$ cat config.mk
export PLATFORM = sky130hd
export DESIGN_NAME = peak_valley_run_counter
export DESIGN_NICKNAME = d
export VERILOG_FILES = /design/src/rtl/core/pvrc_pkg.sv /design/src/rtl/core/pvrc_in_stage.sv /design/src/rtl/core/pvrc_tracker.sv /design/src/rtl/core/peak_valley_run_counter.sv
export SDC_FILE = /design/constraint.sdc
export NUM_CORES = 1
export LEC_CHECK = 0
export BUFFER_PORTS_ARGS = -buffer_cell sky130_fd_sc_hd__buf_4
export CORE_MARGIN = 2
export CORE_UTILIZATION = 50
export CTS_BUF_LIST = sky130_fd_sc_hd__clkbuf_4
export DETAILED_ROUTE_END_ITERATION = 12
export PLACE_DENSITY = 0.69
export SYNTH_ARGS = -nofsm -noshare
export SYNTH_HDL_FRONTEND = slang
export SYNTH_SLANG_ARGS = --single-unit
export TNS_END_PERCENT = 1
$ cat constraint.sdc
create_clock -name i_clk -period 11.3 [get_ports i_clk]
set_clock_uncertainty 0.05 [all_clocks]
set_input_delay 2.26 -clock i_clk [delete_from_list [all_inputs] [get_ports i_clk]]
set_output_delay 2.26 -clock i_clk [all_outputs]
set_load 0.01 [all_outputs]
$ cat src/rtl/core/pvrc_pkg.sv
// Package for the peak and valley run counter.
// Holds the register map, configuration reset values and the shared beat control struct.
// No dependencies.
`timescale 1ns / 1ps
`default_nettype none

package pvrc_pkg;

    localparam int CFG_WIDTH   = 16;
    localparam int PADDR_WIDTH = 3;
    localparam int PDATA_WIDTH = 32;

    localparam logic REG_PEAK_MIN_RUN   = 1'b0;
    localparam logic REG_VALLEY_MIN_RUN = 1'b1;

    localparam logic [CFG_WIDTH-1:0] PEAK_MIN_RUN_RESET   = 16'd2;
    localparam logic [CFG_WIDTH-1:0] VALLEY_MIN_RUN_RESET = 16'd2;

    typedef struct packed {
        logic valid;
        logic last;
    } t_beat_ctl;

endpackage

`default_nettype wire

$ cat src/rtl/core/pvrc_in_stage.sv
// Input register stage of the peak and valley run counter.
// Captures one sample beat and holds it until the tracker consumes it; uses pvrc_pkg.
`timescale 1ns / 1ps
`default_nettype none

module pvrc_in_stage #(
    parameter int SAMPLE_WIDTH = 32
) (
    input  logic                           i_clk,
    input  logic                           i_rst_n,
    input  logic                           i_in_valid,
    output logic                           o_in_stall,
    input  logic signed [SAMPLE_WIDTH-1:0] i_sample,
    input  logic                           i_last_sample,
    input  logic                           i_advance,
    output pvrc_pkg::t_beat_ctl            o_ctl,
    output logic signed [SAMPLE_WIDTH-1:0] o_sample
);

    logic                           r_valid;
    logic                           r_last;
    logic signed [SAMPLE_WIDTH-1:0] r_sample;
    logic                           n_valid;
    logic                           w_accept;

    assign o_in_stall = r_valid && !i_advance;
    assign w_accept   = i_in_valid && !o_in_stall;

    always_comb begin
        if (w_accept) begin
            n_valid = 1'b1;
        end else if (i_advance) begin
            n_valid = 1'b0;
        end else begin
            n_valid = r_valid;
        end
    end

    always_ff @(posedge i_clk) begin
        if (!i_rst_n) begin
            r_valid <= 1'b0;
        end else begin
            r_valid <= n_valid;
        end
    end

    always_ff @(posedge i_clk) begin
        if (w_accept) begin
            r_sample <= i_sample;
            r_last   <= i_last_sample;
        end
    end

    assign o_ctl.valid = r_valid;
    assign o_ctl.last  = r_last;
    assign o_sample    = r_sample;

endmodule

`default_nettype wire

$ cat src/rtl/core/pvrc_tracker.sv
// Run tracker of the peak and valley run counter.
// Holds the direction, run lengths and counts and computes the stream result; uses pvrc_pkg.
`timescale 1ns / 1ps
`default_nettype none

module pvrc_tracker #(
    parameter int SAMPLE_WIDTH = 32,
    parameter int RUN_WIDTH    = 16,
    parameter int COUNT_WIDTH  = 32
) (
    input  logic                                i_clk,
    input  logic                                i_rst_n,
    input  pvrc_pkg::t_beat_ctl                 i_step,
    input  logic signed [SAMPLE_WIDTH-1:0]      i_sample,
    input  logic [pvrc_pkg::CFG_WIDTH-1:0]      i_peak_min_run,
    input  logic [pvrc_pkg::CFG_WIDTH-1:0]      i_valley_min_run,
    output logic [COUNT_WIDTH-1:0]              o_peak_count,
    output logic [COUNT_WIDTH-1:0]              o_valley_count
);

    localparam int CMP_WIDTH = (RUN_WIDTH > pvrc_pkg::CFG_WIDTH) ? RUN_WIDTH
                                                                 : pvrc_pkg::CFG_WIDTH;
    localparam logic [RUN_WIDTH-1:0] RUN_START = RUN_WIDTH'(2);

    logic [1:0]                     r_seen;
    logic signed [SAMPLE_WIDTH-1:0] r_prev;
    logic                           r_rising;
    logic [RUN_WIDTH-1:0]           r_run;
    logic [RUN_WIDTH-1:0]           r_prior;
    logic [COUNT_WIDTH-1:0]         r_peaks;
    logic [COUNT_WIDTH-1:0]         r_valleys;

    logic [1:0]                     n_seen;
    logic                           n_rising;
    logic [RUN_WIDTH-1:0]           n_run;
    logic [RUN_WIDTH-1:0]           n_prior;
    logic [COUNT_WIDTH-1:0]         n_peaks;
    logic [COUNT_WIDTH-1:0]         n_valleys;

    logic                           w_up;
    logic                           w_down;
    logic                           w_turn;
    logic                           w_peak_turn;
    logic                           w_valley_turn;
    logic                           w_peak_end;
    logic                           w_valley_end;
    logic [CMP_WIDTH-1:0]           w_run_x;
    logic [CMP_WIDTH-1:0]           w_prior_x;
    logic [CMP_WIDTH-1:0]           w_n_run_x;
    logic [CMP_WIDTH-1:0]           w_n_prior_x;
    logic [CMP_WIDTH-1:0]           w_pmin_x;
    logic [CMP_WIDTH-1:0]           w_vmin_x;
    logic [COUNT_WIDTH-1:0]         w_peaks_mid;
    logic [COUNT_WIDTH-1:0]         w_valleys_mid;

    assign w_up    = r_prev <= i_sample;
    assign w_down  = r_prev >= i_sample;
    assign w_turn  = r_rising ? !w_up : !w_down;

    assign w_run_x     = CMP_WIDTH'(r_run);
    assign w_prior_x   = CMP_WIDTH'(r_prior);
    assign w_n_run_x   = CMP_WIDTH'(n_run);
    assign w_n_prior_x = CMP_WIDTH'(n_prior);
    assign w_pmin_x    = CMP_WIDTH'(i_peak_min_run);
    assign w_vmin_x    = CMP_WIDTH'(i_valley_min_run);

    always_comb begin
        n_seen   = r_seen;
        n_rising = r_rising;
        n_run    = r_run;
        n_prior  = r_prior;
        unique case (r_seen)
            2'd0: begin
                n_seen = 2'd1;
            end
            2'd1: begin
                n_rising = i_sample >= r_prev;
                n_run    = RUN_START;
                n_prior  = '0;
                n_seen   = 2'd2;
            end
            default: begin
                n_seen = 2'd3;
                if (w_turn) begin
                    n_rising = !r_rising;
                    n_prior  = r_run;
                    n_run    = RUN_START;
                end else if (r_run != '1) begin
                    n_run = r_run + 1'b1;
                end
            end
        endcase
    end

    assign w_peak_turn   = r_seen[1] && w_turn && !r_rising
                           && (w_run_x >= w_pmin_x) && (w_prior_x >= w_pmin_x);
    assign w_valley_turn = r_seen[1] && w_turn && r_rising
                           && (w_run_x >= w_vmin_x) && (w_prior_x >= w_vmin_x);
    assign w_peak_end    = !n_rising && (w_n_run_x >= w_pmin_x) && (w_n_prior_x >= w_pmin_x);
    assign w_valley_end  = n_rising && (w_n_run_x >= w_vmin_x) && (w_n_prior_x >= w_vmin_x);

    always_comb begin
        n_peaks   = r_peaks;
        n_valleys = r_valleys;
        if (w_peak_turn && (r_peaks != '1)) begin
            n_peaks = r_peaks + 1'b1;
        end
        if (w_valley_turn && (r_valleys != '1)) begin
            n_valleys = r_valleys + 1'b1;
        end
    end

    always_comb begin
        w_peaks_mid   = n_peaks;
        w_valleys_mid = n_valleys;
        if (w_peak_end && (n_peaks != '1)) begin
            w_peaks_mid = n_peaks + 1'b1;
        end
        if (w_valley_end && (n_valleys != '1)) begin
            w_valleys_mid = n_valleys + 1'b1;
        end
        if (n_seen != 2'd3) begin
            o_peak_count   = '0;
            o_valley_count = '0;
        end else begin
            o_peak_count   = w_peaks_mid;
            o_valley_count = w_valleys_mid;
        end
    end

    always_ff @(posedge i_clk) begin
        if (!i_rst_n || (i_step.valid && i_step.last)) begin
            r_seen    <= 2'd0;
            r_prev    <= '0;
            r_rising  <= 1'b1;
            r_run     <= '0;
            r_prior   <= '0;
            r_peaks   <= '0;
            r_valleys <= '0;
        end else if (i_step.valid) begin
            r_seen    <= n_seen;
            r_prev    <= i_sample;
            r_rising  <= n_rising;
            r_run     <= n_run;
            r_prior   <= n_prior;
            r_peaks   <= n_peaks;
            r_valleys <= n_valleys;
        end
    end

endmodule

`default_nettype wire

$ cat src/rtl/core/peak_valley_run_counter.sv
// A sample beat is first captured in the input register, and a last beat's result is then
// registered in the output register. Throughput: one sample beat per cycle while no last
// beat is held back; the tracker updates its run state once per beat.
// A last beat waits in the input register only while a previous result is still stalled.
// Reset is synchronous and active low; it clears the stream state and loads both minimum run
// registers with 2. Top level; depends on pvrc_pkg, pvrc_in_stage and pvrc_tracker.
`timescale 1ns / 1ps
`default_nettype none

module peak_valley_run_counter #(
    parameter int SAMPLE_WIDTH = 32,
    parameter int RUN_WIDTH    = 16,
    parameter int COUNT_WIDTH  = 32
) (
    input  logic                                 i_clk,
    input  logic                                 i_rst_n,
    input  logic                                 i_in_valid,
    output logic                                 o_in_stall,
    input  logic signed [SAMPLE_WIDTH-1:0]       i_sample,
    input  logic                                 i_last_sample,
    output logic                                 o_out_valid,
    input  logic                                 i_out_stall,
    output logic [COUNT_WIDTH-1:0]               o_peak_count,
    output logic [COUNT_WIDTH-1:0]               o_valley_count,
    input  logic                                 psel,
    input  logic                                 penable,
    input  logic                                 pwrite,
    input  logic [pvrc_pkg::PADDR_WIDTH-1:0]     paddr,
    input  logic [pvrc_pkg::PDATA_WIDTH-1:0]     pwdata,
    output logic [pvrc_pkg::PDATA_WIDTH-1:0]     prdata,
    output logic                                 pready
);

    logic [pvrc_pkg::CFG_WIDTH-1:0] r_peak_min_run;
    logic [pvrc_pkg::CFG_WIDTH-1:0] r_valley_min_run;
    logic                           r_out_valid;
    logic [COUNT_WIDTH-1:0]         r_peak_count;
    logic [COUNT_WIDTH-1:0]         r_valley_count;

    pvrc_pkg::t_beat_ctl            w_in_ctl;
    pvrc_pkg::t_beat_ctl            w_step;
    logic signed [SAMPLE_WIDTH-1:0] w_sample;
    logic                           w_advance;
    logic                           w_emit;
    logic                           w_cfg_write;
    logic [COUNT_WIDTH-1:0]         w_peak_count;
    logic [COUNT_WIDTH-1:0]         w_valley_count;

    assign pready      = 1'b1;
    assign w_cfg_write = psel && penable && pwrite && pready;

    always_ff @(posedge i_clk) begin
        if (!i_rst_n) begin
            r_peak_min_run   <= pvrc_pkg::PEAK_MIN_RUN_RESET;
            r_valley_min_run <= pvrc_pkg::VALLEY_MIN_RUN_RESET;
        end else if (w_cfg_write) begin
            unique case (paddr[2])
                pvrc_pkg::REG_PEAK_MIN_RUN: begin
                    r_peak_min_run <= pwdata[pvrc_pkg::CFG_WIDTH-1:0];
                end
                pvrc_pkg::REG_VALLEY_MIN_RUN: begin
                    r_valley_min_run <= pwdata[pvrc_pkg::CFG_WIDTH-1:0];
                end
                default: begin
                end
            endcase
        end
    end

    always_comb begin
        unique case (paddr[2])
            pvrc_pkg::REG_PEAK_MIN_RUN: begin
                prdata = pvrc_pkg::PDATA_WIDTH'(r_peak_min_run);
            end
            pvrc_pkg::REG_VALLEY_MIN_RUN: begin
                prdata = pvrc_pkg::PDATA_WIDTH'(r_valley_min_run);
            end
            default: begin
                prdata = '0;
            end
        endcase
    end

    assign w_advance   = w_in_ctl.valid && (!w_in_ctl.last || !r_out_valid || !i_out_stall);
    assign w_step.valid = w_advance;
    assign w_step.last  = w_in_ctl.last;
    assign w_emit       = w_advance && w_in_ctl.last;

    pvrc_in_stage #(
        .SAMPLE_WIDTH(SAMPLE_WIDTH)
    ) u_in_stage (
        .i_clk        (i_clk),
        .i_rst_n      (i_rst_n),
        .i_in_valid   (i_in_valid),
        .o_in_stall   (o_in_stall),
        .i_sample     (i_sample),
        .i_last_sample(i_last_sample),
        .i_advance    (w_advance),
        .o_ctl        (w_in_ctl),
        .o_sample     (w_sample)
    );

    pvrc_tracker #(
        .SAMPLE_WIDTH(SAMPLE_WIDTH),
        .RUN_WIDTH   (RUN_WIDTH),
        .COUNT_WIDTH (COUNT_WIDTH)
    ) u_tracker (
        .i_clk           (i_clk),
        .i_rst_n         (i_rst_n),
        .i_step          (w_step),
        .i_sample        (w_sample),
        .i_peak_min_run  (r_peak_min_run),
        .i_valley_min_run(r_valley_min_run),
        .o_peak_count    (w_peak_count),
        .o_valley_count  (w_valley_count)
    );

    always_ff @(posedge i_clk) begin
        if (!i_rst_n) begin
            r_out_valid <= 1'b0;
        end else if (w_emit) begin
            r_out_valid <= 1'b1;
        end else if (!i_out_stall) begin
            r_out_valid <= 1'b0;
        end
    end

    always_ff @(posedge i_clk) begin
        if (w_emit) begin
            r_peak_count   <= w_peak_count;
            r_valley_count <= w_valley_count;
        end
    end

    assign o_out_valid    = r_out_valid;
    assign o_peak_count   = r_peak_count;
    assign o_valley_count = r_valley_count;

`ifndef SYNTHESIS
    a_emit_sets_valid: assert property (@(posedge i_clk) disable iff (!i_rst_n)
        w_emit |=> o_out_valid)
        else $error("Result beat was not presented after a last sample.");

    a_no_overwrite: assert property (@(posedge i_clk) disable iff (!i_rst_n)
        !(w_emit && r_out_valid && i_out_stall))
        else $error("Stalled result was overwritten.");

    a_stall_needs_held_beat: assert property (@(posedge i_clk) disable iff (!i_rst_n)
        o_in_stall |-> (w_in_ctl.valid && w_in_ctl.last && r_out_valid && i_out_stall))
        else $error("Input stalled without a blocked last beat.");
`endif

endmodule

`default_nettype wire
==> summary.md, run 1 <==
| Metric | Value |
|---|---|
| IO buf count | 138 |
| Hold path cells | 2 |
| Max cap viols | 0 |
| Area Overhead vs Synth | 11.8% |
| Comb pwr share | 8.7% |
| Slew Viols, Final | 0 |
| Hold_buf cts | 0 |
| Arr. time, crit path | 7.67 ns |
| Total wire length | 48,500 um |
| Pin count of the biggest net entering global routing | 84 |
| Hold WC Path Type | reg2reg |
| Commonest cells in the netlist | nand2_1, nor2_1, dfxtp_1, ha_1, a21oi_1 |
| Initial antenna violation count | 1 |
| Latest clock arrival within the worst-skew pair | 0.77 ns |
| Netlist Area Pre-Place | 18,400 um^2 |
| Int Power | 1.60 mW |
| Switch share | 25.9% |
| Leak | 7.72 nW |
| Final Util | 56.4% |
| Detailed-route DRC error count | 0 |
| Post-detailed-route wirelength per cell | 16.9 um |
| Reg-to-reg startpoint | u_in_stage.o_sample[7] |
| First-pass GRT wire length | 79,400 um |
| Req. time, crit path | 11.74 ns |
| CTS Buf Count | 74 |
| Clock Pin Slew Worst Setup and Hold Paths | 0.06 ns |
| Met2 usage | 41.8% |
| Final setup fails | 0 |
| H-tree depth | 3 |
| Final Wtd Congestion | 0.928 |
| CP Max Fanout | 15 |
| Max Freq | 138 MHz |
| Slowest-stage cell, CP | nor2_1 |
| Non-filler cells in the finished layout | 2,868 |
| Synth Area per Inst | 8.22 um^2 |
| Layout cell share with drive strength beyond 1 | 13.3% |
| Setup Fix Bufs, Post-CTS | 0 |
| Chip height | 196 um |
| Placed cell area | 19,500 um^2 |
| Relative slew slack | 17.0% |
| Nets | 2,576 |
| Total iterations of the first detailed-routing run | 5 |
| Core area | 36,400 um^2 |
| Yosys top cell by area | dfxtp_1 |
| Met3 Resource Use GR | 4.50% |
| Hold Slack | 0.404 ns |
| Synth Flop Type | dfxtp_1 |
| Type of the worst setup path | reg2reg |
| CTS tree | built |
| M1 GR Usage | 33.0% |
| Bufs and invs on worst path | 0 |
| Via count | 16.9k |
| Worst R2R Path Depth | 23 |
| Crit path capture type | flip-flop |
| Placed wire-length estimate | 34,400 um |
| FFs w/ async S/R, synth | 0% |
| Endpoint of the worst register-to-register path | o_valley_count[25] |
| Hold Fails Final Rpt | 0 |
| Chip width | 196 um |
| Clock Path Buffers | 3 |
| Share of total power in the clock network | 44.1% |
| Hold Path End | u_tracker.r_prev[10] |
| Synth area leaders | dfxtp_1, edfxtp_1, ha_1 |
| Number of synthesized flops with an enable pin | 97 |
| CTS Sinks | 262 |
| Clock Tree Root | clkbuf_4 |
| Period utilization | 63.9% |
| Placed cells | 2,728 |
| GRT Total Usage | 25.2% |
| Count leader, synth | nand2_1 |
| Worst VDD drop | 74.2 uV |
| Yosys reg bits | 262 |
| Yosys warning count | 0 |
| Slack of the worst reg-to-reg path | 4.07 ns |
| Yosys cell types | 96 |
| Syn Inst Count | 2,236 |
| Setup TNS | 0 ns |
| Worst Max-Slew Pin Slew | 1.24 ns |
| Cell area after layout | 20,600 um^2 |
| Reg power frac | 47.1% |
| Die Area | 38,300 um^2 |
| Max stage delay on crit path | 0.71 ns |
| Final min period | 7.23 ns |
| Startpoint Class | flip-flop |
| Total I/O pin count | 174 |
| Sequence of cells on the critical path | ha_1, and4_1, nor3b_1, a21boi_1, o41a_1, o31a_1, xnor2_1, nor2_1, nor2_1, nand2_1, mux2_2, ha_1, nand2b_1, a21o_1, a21o_1, a21oi_1, o21ai_0, a21oi_1, or3_1, and4bb_2, nand2_1, or4_1, and3_1 |
| Post-synth top area share | 18.0% |
| Status | finished, final reports clean |
| Grt total ovfl | 0 |
| CP top delay family | simple AND/OR/NAND/NOR gates |
| First DRT Iteration DRCs | 1,276 |
| Final ANT Viol Nets | 0 |
| Net Sw Power | 0.559 mW |
| Sequential area share after synthesis | 33.8% |
| Via count of the first global-routing pass | 15.8k |
| RSZ-0062 raised after global routing | false |
| Global route hottest layer | met2 |
| Number of fillers in the final layout | 3,409 |
| Hold_sp | u_tracker.r_prev[10] |
| Pwr per Cell Area | 105 nW/um^2 |
| Initial Utilization | 50.5% |
| Via density | 5.90 |
| PostCTS Resize Cnt | 0 |
| Cell Rows | 70 |
-- flip-flops by register name, indices dropped and copies added, names as in the netlist --
| name | flops |
|---|---|
| u_in_stage.o_sample | 32 |
| u_tracker.r_valleys | 32 |
| u_tracker.r_prev | 32 |
| u_tracker.r_prior | 16 |
| o_out_valid | 1 |
| r_peak_min_run | 16 |
| u_tracker.r_peaks | 32 |
| o_valley_count | 32 |
| u_tracker.r_run | 16 |
| u_in_stage.r_valid | 1 |
| r_valley_min_run | 16 |
| u_tracker.r_seen | 2 |
| o_peak_count | 32 |
| u_tracker.r_rising | 1 |
| u_in_stage.r_last | 1 |
-- worst reg2reg max path, cell delays in order, from the launching register on --
cell	delay [ns]
edfxtp_1	0.40
ha_1	0.32
and4_1	0.26
nor3b_1	0.29
a21boi_1	0.22
o41a_1	0.21
o31a_1	0.61
xnor2_1	0.24
nor2_1	0.08
nor2_1	0.71
nand2_1	0.29
mux2_2	0.39
ha_1	0.28
nand2b_1	0.09
a21o_1	0.11
a21o_1	0.11
a21oi_1	0.06
o21ai_0	0.21
a21oi_1	0.15
or3_1	0.50
and4bb_2	0.41
nand2_1	0.22
or4_1	0.55
and3_1	0.21
-- power by group through the flow --
stage	logic [mW]	clock network, mW	registers [mW]
global route	0.212	1.03	1.02
finish	0.188	0.951	1.02
detailed placement	0.187	0	1.04
global placement	0.182	0	1.04
CTS	0.188	0.981	1.02
floorplan	0.128	0	1.03
-- cell usage in the layout, fill, tap and decap left out, types with 14 or more instances in the layout --
| cell | n |
|---|---|
| a211oi_1 | 31 |
| a21boi_0 | 35 |
| a21o_1 | 27 |
| a21oi_1 | 156 |
| a22o_1 | 17 |
| a31oi_1 | 25 |
| and2_1 | 19 |
| and3_1 | 31 |
| and4_1 | 20 |
| buf_4 | 153 |
| clkbuf_4 | 113 |
| clkinv_1 | 14 |
| conb_1 | 17 |
| dfxtp_1 | 165 |
| edfxtp_1 | 97 |
| ha_1 | 165 |
| inv_1 | 89 |
| nand2_1 | 326 |
| nand2b_1 | 23 |
| nand3_1 | 74 |
| nand4_1 | 54 |
| nor2_1 | 184 |
| nor3_1 | 70 |
| nor3b_1 | 14 |
| nor4_1 | 24 |
| o21a_1 | 15 |
| o21ai_0 | 86 |
| o31ai_1 | 22 |
| or3_1 | 28 |
| xnor2_1 | 59 |
| xor2_1 | 43 |
-- routing by layer --
metal / share of wire, % / vias to the layer above / wire length (um)
met2: 46 / 554 / 22500
met4: 2.6 / 0 / 1260
met1: 45 / 7921 / 21700
met3: 6.2 / 95 / 3000
met5: 0 / - / 0
li1: - / 8344 / -
-- area by class of cell --
class / instances / area, um^2 / area share [%]
Sequential cell: 262 / 6220 / 30.2
Multi-Input combinational cell: 1754 / 11200 / 54.6
Tap cell: 468 / 586 / 2.85
Clock buffer: 113 / 848 / 4.13
Clock inverter: 25 / 181 / 0.882
Inverter: 91 / 342 / 1.66
Timing Repair Buffer: 153 / 1150 / 5.59
Antenna cell: 2 / 5.00 / 0.0243
-- worst max path at each step --
stage | slack (ns) | start | depth (start not counted) | end
after floorplan | 5.48 | u_in_stage.o_sample[7] | 25 | o_valley_count[25]
after global placement | 4.19 | u_in_stage.o_sample[7] | 23 | o_valley_count[25]
after detailed placement | 4.20 | u_in_stage.o_sample[7] | 23 | o_valley_count[25]
after CTS | 4.14 | u_in_stage.o_sample[7] | 23 | o_valley_count[25]
after global routing | 3.72 | u_in_stage.o_sample[7] | 23 | o_valley_count[25]
final | 4.07 | u_in_stage.o_sample[7] | 23 | o_valley_count[25]
-- kinds of logic after synthesis --
family	synth area share [%]
AOI/OAI and AO/OA	18.1
xor gates and xnor gates	4.86
adders and majority gates	11.2
buffers and inverters	5.55
DFF	33.8
muxes	0.619
other	0.0408
and+or+nand+nor	25.8
-- per-stage QoR --
stage | setup WS [ns] | power [mW]
floorplan | 5.48 | 1.16
global placement | 4.19 | 1.22
detailed placement | 4.20 | 1.22
CTS | 4.14 | 2.19
global route | 3.72 | 2.26
finish | 4.07 | 2.16
No activity file was read; power rests on OpenSTA's default activity.
==> run 2: changes to the inputs <==
--- a/config.mk
+++ b/config.mk
@@ -10,7 +10,7 @@
 export CORE_UTILIZATION = 50
 export CTS_BUF_LIST = sky130_fd_sc_hd__clkbuf_4
 export DETAILED_ROUTE_END_ITERATION = 12
-export PLACE_DENSITY = 0.69
+export PLACE_DENSITY = 0.72
 export SYNTH_ARGS = -nofsm -noshare
 export SYNTH_HDL_FRONTEND = slang
 export SYNTH_SLANG_ARGS = --single-unit
==> constraint.sdc (replaced) <==
create_clock -name i_clk -period 6.6 [get_ports i_clk]
set_clock_uncertainty 0.05 [all_clocks]
set_input_delay 1.32 -clock i_clk [delete_from_list [all_inputs] [get_ports i_clk]]
set_output_delay 1.32 -clock i_clk [all_outputs]
set_load 0.01 [all_outputs]
==> run 2 against run 1 <==
Effect of this change:
- sequential power grew 71%
- die area is the same
- count of clock-buffer cells in the layout shrank 10
- largest cell class unchanged
- largest power group unchanged
==> summary.md, run 2 (synthesis gave the netlist of run 1 again) <==
| Metric | Value |
|---|---|
| Most frequent CP cell | o21ai_0 |
| CTS Buf Count | 72 (-2.7%) |
| Via count of the first global-routing pass | 15.8k (-0.069%) |
| Req. time, crit path | 7.07 ns (-4.67 ns) |
| Int Power | 2.60 mW (+63%) |
| Grt total ovfl | 0 (unchanged) |
| Clock Pin Slew Worst Setup and Hold Paths | 0.07 ns (about the same) |
| Nets | 2,585 (+0.35%) |
| Total I/O pin count | 174 (unchanged) |
| Die Area | 38,300 um^2 (unchanged) |
| Slew Viols, Final | 0 (unchanged) |
| Final Wtd Congestion | 0.927 (about the same) |
| Commonest non-fill, non-tap cell in the layout | nand2_1 |
| Net Sw Power | 0.950 mW (+70%) |
| Final setup fails | 0 (unchanged) |
| Status | finished, final reports clean |
| H-tree depth | 3 (unchanged) |
| Hold Slack | 0.403 ns (-0.000801 ns) |
| Power, Total | 3.55 mW (+65%) |
| Chip width | 196 um (unchanged) |
| Total iterations of the first detailed-routing run | 6 (+1) |
| Switch share | 26.8% (+0.84 points) |
| Via count | 17.0k (+0.37%) |
| Hold Fails Final Rpt | 0 (unchanged) |
| Final min period | 6.15 ns (-1.07 ns) |
| CP top delay family | simple AND/OR/NAND/NOR gates |
| Placed cells | 2,739 (+0.40%) |
| Type of the worst setup path | reg2reg |
| Initial Utilization | 50.5% (unchanged) |
| Number of fillers in the final layout | 3,346 (-1.8%) |
| Bufs and invs on worst path | 1 (+1) |
| Dpl ws | 0.394 ns (-3.81 ns) |
| First DRT Iteration DRCs | 1,479 (+16%) |
| Via density | 5.91 (+0.26%) |
| Placed cell area | 19,600 um^2 (+0.42%) |
| Clock Tree Root | clkbuf_4 |
| Max stage delay on crit path | 0.56 ns (-0.15 ns) |
| Worst Max-Slew Pin Slew | 1.19 ns (-0.0532 ns) |
| Layout cell share with drive strength beyond 1 | 13.4% (+0.10 points) |
| Total wire length | 48,100 um (-0.86%) |
| Setup TNS | 0 ns (unchanged) |
| Worst VDD drop | 134 uV (+81%) |
| Pwr per Cell Area | 173 nW/um^2 (+65%) |
| Slowest-stage cell, CP | or4_1 |
| Chip height | 196 um (unchanged) |
| Core area | 36,400 um^2 (unchanged) |
| CTS tree | built |
| Hold WC Path Type | reg2reg |
| IO buf count | 138 (unchanged) |
| Final Util | 56.4% (about the same) |
| Placed wire-length estimate | 34,500 um (+0.50%) |
| Detailed-route DRC error count | 0 (unchanged) |
| Post-detailed-route wirelength per cell | 16.7 um (-0.96%) |
| Max Freq | 163 MHz (+17%) |
| Crit path capture type | flip-flop |
| Share of total power in the clock network | 41.8% (-2.3 points) |
| CTS Sinks | 262 (unchanged) |
| Cell area after layout | 20,500 um^2 (about the same) |
| Leak | 7.73 nW (about the same) |
| Latest clock arrival within the worst-skew pair | 0.76 ns (about the same) |
| Arr. time, crit path | 6.62 ns (-1.05 ns) |
| Final ANT Viol Nets | 0 (unchanged) |
| Relative slew slack | 20.6% (+3.6 points) |
| GRT Total Usage | 25.0% (-0.25 points) |
| Pin count of the biggest net entering global routing | 65 (-23%) |
| Period utilization | 93.2% (+29 points) |
| Startpoint Class | flip-flop |
| Initial antenna violation count | 1 (unchanged) |
| Sequence of cells on the critical path | ha_1, and4_1, nor3b_1, a21boi_1, o41a_1, o31a_1, xnor2_1, o21ai_0, buf_4, o21ai_0, nand2_1, o21ai_0, ha_1, nand4_1, nor4_1, a21oi_1, or3_1, and4bb_2, nand2_1, or4_1, and3_1 |
| Max cap viols | 0 (unchanged) |
| Comb pwr share | 9.2% (+0.5 points) |
| Setup Fix Bufs, Post-CTS | 0 (unchanged) |
| Reg power frac | 49.0% (+1.9 points) |
| Clock Path Buffers | 3 (unchanged) |
| RSZ-0062 raised after global routing | false |
| Non-filler cells in the finished layout | 2,871 (+0.10%) |
| First-pass GRT wire length | 78,600 um (-1.1%) |
| Final WS setup | 0.449 ns (-3.63 ns) |
| CP Max Fanout | 12 (-3) |
| Most frequent cells in the layout | nand2_1, nor2_1, ha_1, dfxtp_1, buf_4 |
| Cell Rows | 70 (unchanged) |
| Area Overhead vs Synth | 11.7% (about the same) |
## run 2: cell count changes in the layout (fill, tap and decap cells not counted), sizes merged
cell and change:
clkbuf -10, clkinv +5, bufinv -2, diode -1, clkinvlp +1, buf +11
inv -1
## run 2: power groups by stage
stage	logic (mW)	clock network, mW	registers (mW)
after global placement	0.315	0	1.77
after global routing	0.365	1.63	1.74
final	0.326	1.48	1.74
after floorplan	0.218	0	1.77
after detailed placement	0.324	0	1.77
after CTS	0.326	1.54	1.74
## run 2: worst register-to-register path, delay by kind of cell, from the launching register on
family / cells / cell delay, ns
buffers and inverters: 1 / 0.24
and+or+nand+nor: 10 / 2.81
adders and majority gates: 2 / 0.72
xor gates and xnor gates: 1 / 0.17
AOI/OAI and AO/OA: 7 / 1.57
DFF: 1 / 0.40
## run 2: layer usage
metal / vias to the layer above / share of wire [%] / track usage (%)
met5: - / 0 / 0
met4: 0 / 2.5 / 9.76
met3: 94 / 7.0 / 4.50
met2: 616 / 47 / 42.3
met1: 7902 / 43 / 31.7
li1: 8364 / - / -
## run 2: path summary, 6_finish.rpt
| kind | from | end | slack (ns) | cells past startpoint |
|---|---|---|---|---|
| worst max-delay path | u_in_stage.o_sample[7] | o_valley_count[25] | 0.45 | 21 |
| worst min register to register | u_tracker.r_prev[9] | u_tracker.r_prev[9] | 0.40 | 2 |
| worst max register to register | u_in_stage.o_sample[7] | o_valley_count[25] | 0.45 | 21 |
| worst min-delay path | u_tracker.r_prev[9] | u_tracker.r_prev[9] | 0.40 | 2 |
## run 2: layout make-up
type | instances | area [um^2] | area share, %
Multi-Input combinational cell | 1754 | 11200 | 54.7
Sequential cell | 262 | 6220 | 30.3
Timing Repair Buffer | 164 | 1230 | 5.99
Clock buffer | 103 | 773 | 3.76
Tap cell | 468 | 586 | 2.85
Inverter | 91 | 342 | 1.66
Clock inverter | 28 | 148 | 0.719
Antenna cell | 1 | 2.50 | 0.0122
## run 2: what timing repair did
| action | 4_1_cts | 5_1_grt |
|---|---|---|
| resized for setup | 0 | 2 |
| hold buffers | 0 | 0 |
| endpoints found under the hold margin | 0 | 0 |
| endpoints found under the setup margin | 0 | 5 |
==> run 3: changes to the inputs <==
--- a/config.mk
+++ b/config.mk
@@ -10,7 +10,7 @@
 export CORE_UTILIZATION = 50
 export CTS_BUF_LIST = sky130_fd_sc_hd__clkbuf_4
 export DETAILED_ROUTE_END_ITERATION = 12
-export PLACE_DENSITY = 0.72
+export PLACE_DENSITY_LB_ADDON = 0.05
 export SYNTH_ARGS = -nofsm -noshare
 export SYNTH_HDL_FRONTEND = slang
 export SYNTH_SLANG_ARGS = --single-unit
==> run 3 against run 2 <==
Effect of this change:
- combinational power barely moved
- first-iteration DRC count fell by 37%
- sequential power barely moved
- critical path depth rose by 2
- critical path type unchanged
- largest cell class unchanged
- global-route usage rose by 1.1 points
- cell count rose by 0.28%
- largest power group unchanged
- flip-flop and latch count did not move
- highest routed layer unchanged
==> summary.md, run 3 (synthesis gave the netlist of run 1 again) <==
| Metric | Value |
|---|---|
| Final min period | 6.29 ns (+0.138 ns) |
| Final WS setup | 0.311 ns (-0.138 ns) |
| Non-filler cells in the finished layout | 2,879 (+0.28%) |
| Hold path cells | 2 (unchanged) |
| Via density | 5.81 (-1.8%) |
| IO buf count | 138 (unchanged) |
| Global route hottest layer | met2 |
| Final ANT Viol Nets | 0 (unchanged) |
| Relative slew slack | 21.0% (+0.39 points) |
| Pin count of the biggest net entering global routing | 72 (+11%) |
| Post-detailed-route wirelength per cell | 17.3 um (+3.5%) |
| Slew Viols, Final | 0 (unchanged) |
| Nets | 2,588 (+0.12%) |
| Setup TNS | 0 ns (unchanged) |
| CP top delay family | compound AO/OA/AOI/OAI gates |
| GRT Total Usage | 26.1% (+1.1 points) |
| Commonest non-fill, non-tap cell in the layout | nand2_1 |
| Core area | 36,400 um^2 (unchanged) |
| H-tree depth | 3 (unchanged) |
| Endpoint of the worst register-to-register path | o_valley_count[31] |
| Final Util | 56.8% (+0.42 points) |
| Worst Max-Slew Pin Slew | 1.18 ns (-0.00581 ns) |
| CTS Buf Count | 76 (+5.6%) |
| First DRT Iteration DRCs | 933 (-37%) |
| Detailed-route DRC error count | 0 (unchanged) |
| Sequence of cells on the critical path | ha_1, a21oi_1, o21ai_0, a221oi_1, o211ai_1, o31a_1, xnor2_1, o21ai_1, nand2_2, a22oi_1, ha_1, nand2b_1, a21o_1, a21o_1, a21o_1, a21oi_1, o21ai_0, a21oi_1, or3_1, and4bb_2, and2_1, and3_1, a311oi_1 |
| Area Overhead vs Synth | 12.5% |
| Reg power frac | 46.5% (-2.5 points) |
| Startpoint Class | flip-flop |
| Clock Path Buffers | 3 (unchanged) |
| Leak | 7.80 nW (+0.91%) |
| Total I/O pin count | 174 (unchanged) |
| Pwr per Cell Area | 181 nW/um^2 (+4.6%) |
| Latest clock arrival within the worst-skew pair | 0.79 ns (+0.03 ns) |
| Arr. time, crit path | 6.78 ns (+0.16 ns) |
| M1 GR Usage | 33.1% (+1.4 points) |
| Placed cells | 2,738 (-0.037%) |
| Levels on crit path | 23 (+9.5%) |
| First-pass GRT wire length | 81,200 um (+3.4%) |
| Hold WC Path Type | reg2reg |
| Comb pwr share | 8.7% (-0.5 points) |
| Crit path capture type | flip-flop |
| Hold_sp | u_tracker.r_prev[26] |
| Most frequent cells in the layout | nand2_1, nor2_1, ha_1, dfxtp_1, buf_4 |
| Worst R2R Path Depth | 23 (+9.5%) |
| Status | finished, final reports clean |
| Final setup fails | 0 (unchanged) |
| Max cap viols | 0 (unchanged) |
| Worst VDD drop | 139 uV (+3.7%) |
| Hold Slack | 0.404 ns (+0.000990 ns) |
| Hold Path End | u_tracker.r_prev[26] |
| Slack of the worst reg-to-reg path | 0.31 ns (-0.14 ns) |
| Clock Tree Root | clkbuf_4 |
| Via count | 16.7k (-1.5%) |
| Period utilization | 95.3% (+2.1 points) |
| Placed cell area | 19,600 um^2 (about the same) |
| Max Freq | 159 MHz (-2.2%) |
| Max stage delay on crit path | 0.44 ns (-0.12 ns) |
| Dpl ws | 0.213 ns (-0.181 ns) |
| Number of fillers in the final layout | 3,426 (+2.4%) |
| Grt total ovfl | 0 (unchanged) |
| Req. time, crit path | 7.09 ns (+0.02 ns) |
| Bufs and invs on worst path | 0 (-1) |
| Share of total power in the clock network | 44.7% (+2.9 points) |
| RSZ-0062 raised after global routing | false |
| CTS tree | built |
| Initial Utilization | 50.5% (unchanged) |
| CTS Sinks | 262 (unchanged) |
| Cell area after layout | 20,700 um^2 (+0.74%) |
| Die Area | 38,300 um^2 (unchanged) |
| Power, Total | 3.74 mW (+5.4%) |
| Met3 Resource Use GR | 5.04% (+0.53 points) |
| Clock Pin Slew Worst Setup and Hold Paths | 0.06 ns (about the same) |
| Placed wire-length estimate | 35,400 um (+2.5%) |
| Setup Fix Bufs, Post-CTS | 0 (unchanged) |
| Initial antenna violation count | 1 (unchanged) |
| Type of the worst setup path | reg2reg |
| Total wire length | 49,900 um (+3.8%) |
| Hold Fails Final Rpt | 0 (unchanged) |
| CP Max Fanout | 12 (unchanged) |
| Slowest-stage cell, CP | a221oi_1 |
| Chip width | 196 um (unchanged) |
| Switch share | 26.0% (-0.79 points) |
| Chip height | 196 um (unchanged) |
| Cell Rows | 70 (unchanged) |
| Int Power | 2.77 mW (+6.5%) |
| Layout cell share with drive strength beyond 1 | 13.9% (+0.49 points) |
| Final Wtd Congestion | 0.922 (-0.63%) |
| Met2 usage | 43.8% (+1.5 points) |
| Via count of the first global-routing pass | 16.0k (+0.89%) |
| Total iterations of the first detailed-routing run | 7 (+1) |
| Net Sw Power | 0.972 mW (+2.3%) |
| Reg-to-reg startpoint | u_in_stage.o_sample[19] |
-- run 3: cell types whose count changed in the layout (fill, tap and decap cells not counted), sizes merged --
cell / previous run / this run
clkbuf: 103 / 118
clkinv: 23 / 17
bufinv: 1 / 3
buf: 164 / 163
clkinvlp: 2 / 1
inv: 93 / 92
-- run 3: worst max-delay path by stage --
stage                                  from                 end
finish              u_in_stage.o_sample[19]  o_valley_count[31]
global route         u_in_stage.o_sample[7]  o_valley_count[25]
CTS                  u_in_stage.o_sample[7]  o_valley_count[25]
detailed placement   u_in_stage.o_sample[7]   o_valley_count[4]
global placement     u_in_stage.o_sample[7]   o_valley_count[6]
floorplan            u_in_stage.o_sample[7]  o_valley_count[25]
-- run 3: routing by layer --
layer / routed length (um) / part of all wire [%] / vias to the layer above
li1: - / - / 8373
met1: 22000 / 44 / 7739
met2: 23600 / 47 / 520
met3: 3070 / 6.1 / 93
met4: 1260 / 2.5 / 0
met5: 0 / 0 / -
-- run 3: timing repair --
action                     4_1_cts  5_1_grt
setup endpoints to repair        0       29
hold buffers                     0        0
resized for setup                0        7
-- run 3: worst register-to-register path: cells and delay by family, from the launching register on --
kind | cells | cell delay [ns]
and+or+nand+nor | 6 | 1.58
AOI/OAI and AO/OA | 14 | 3.24
DFF | 1 | 0.41
xor gates and xnor gates | 1 | 0.17
adders and majority gates | 2 | 0.63
-- run 3: area by class of cell --
type,count,area (um^2),share of cell area [%]
Multi-Input combinational cell,1754,11300,54.4
Sequential cell,262,6220,30.0
Timing Repair Buffer,163,1220,5.91
Clock buffer,118,886,4.28
Tap cell,468,586,2.83
Inverter,91,342,1.65
Clock inverter,22,180,0.871
Antenna cell,1,2.50,0.0121
-- run 3: power groups by stage --
stage                     Sequential [mW]  Combinational (mW)  Clock [mW]
after floorplan                      1.77               0.218           0
after global placement               1.77               0.318           0
after detailed placement             1.77               0.325           0
after CTS                            1.74               0.327        1.73
after global routing                 1.74               0.370        1.81
final                                1.74               0.326        1.67
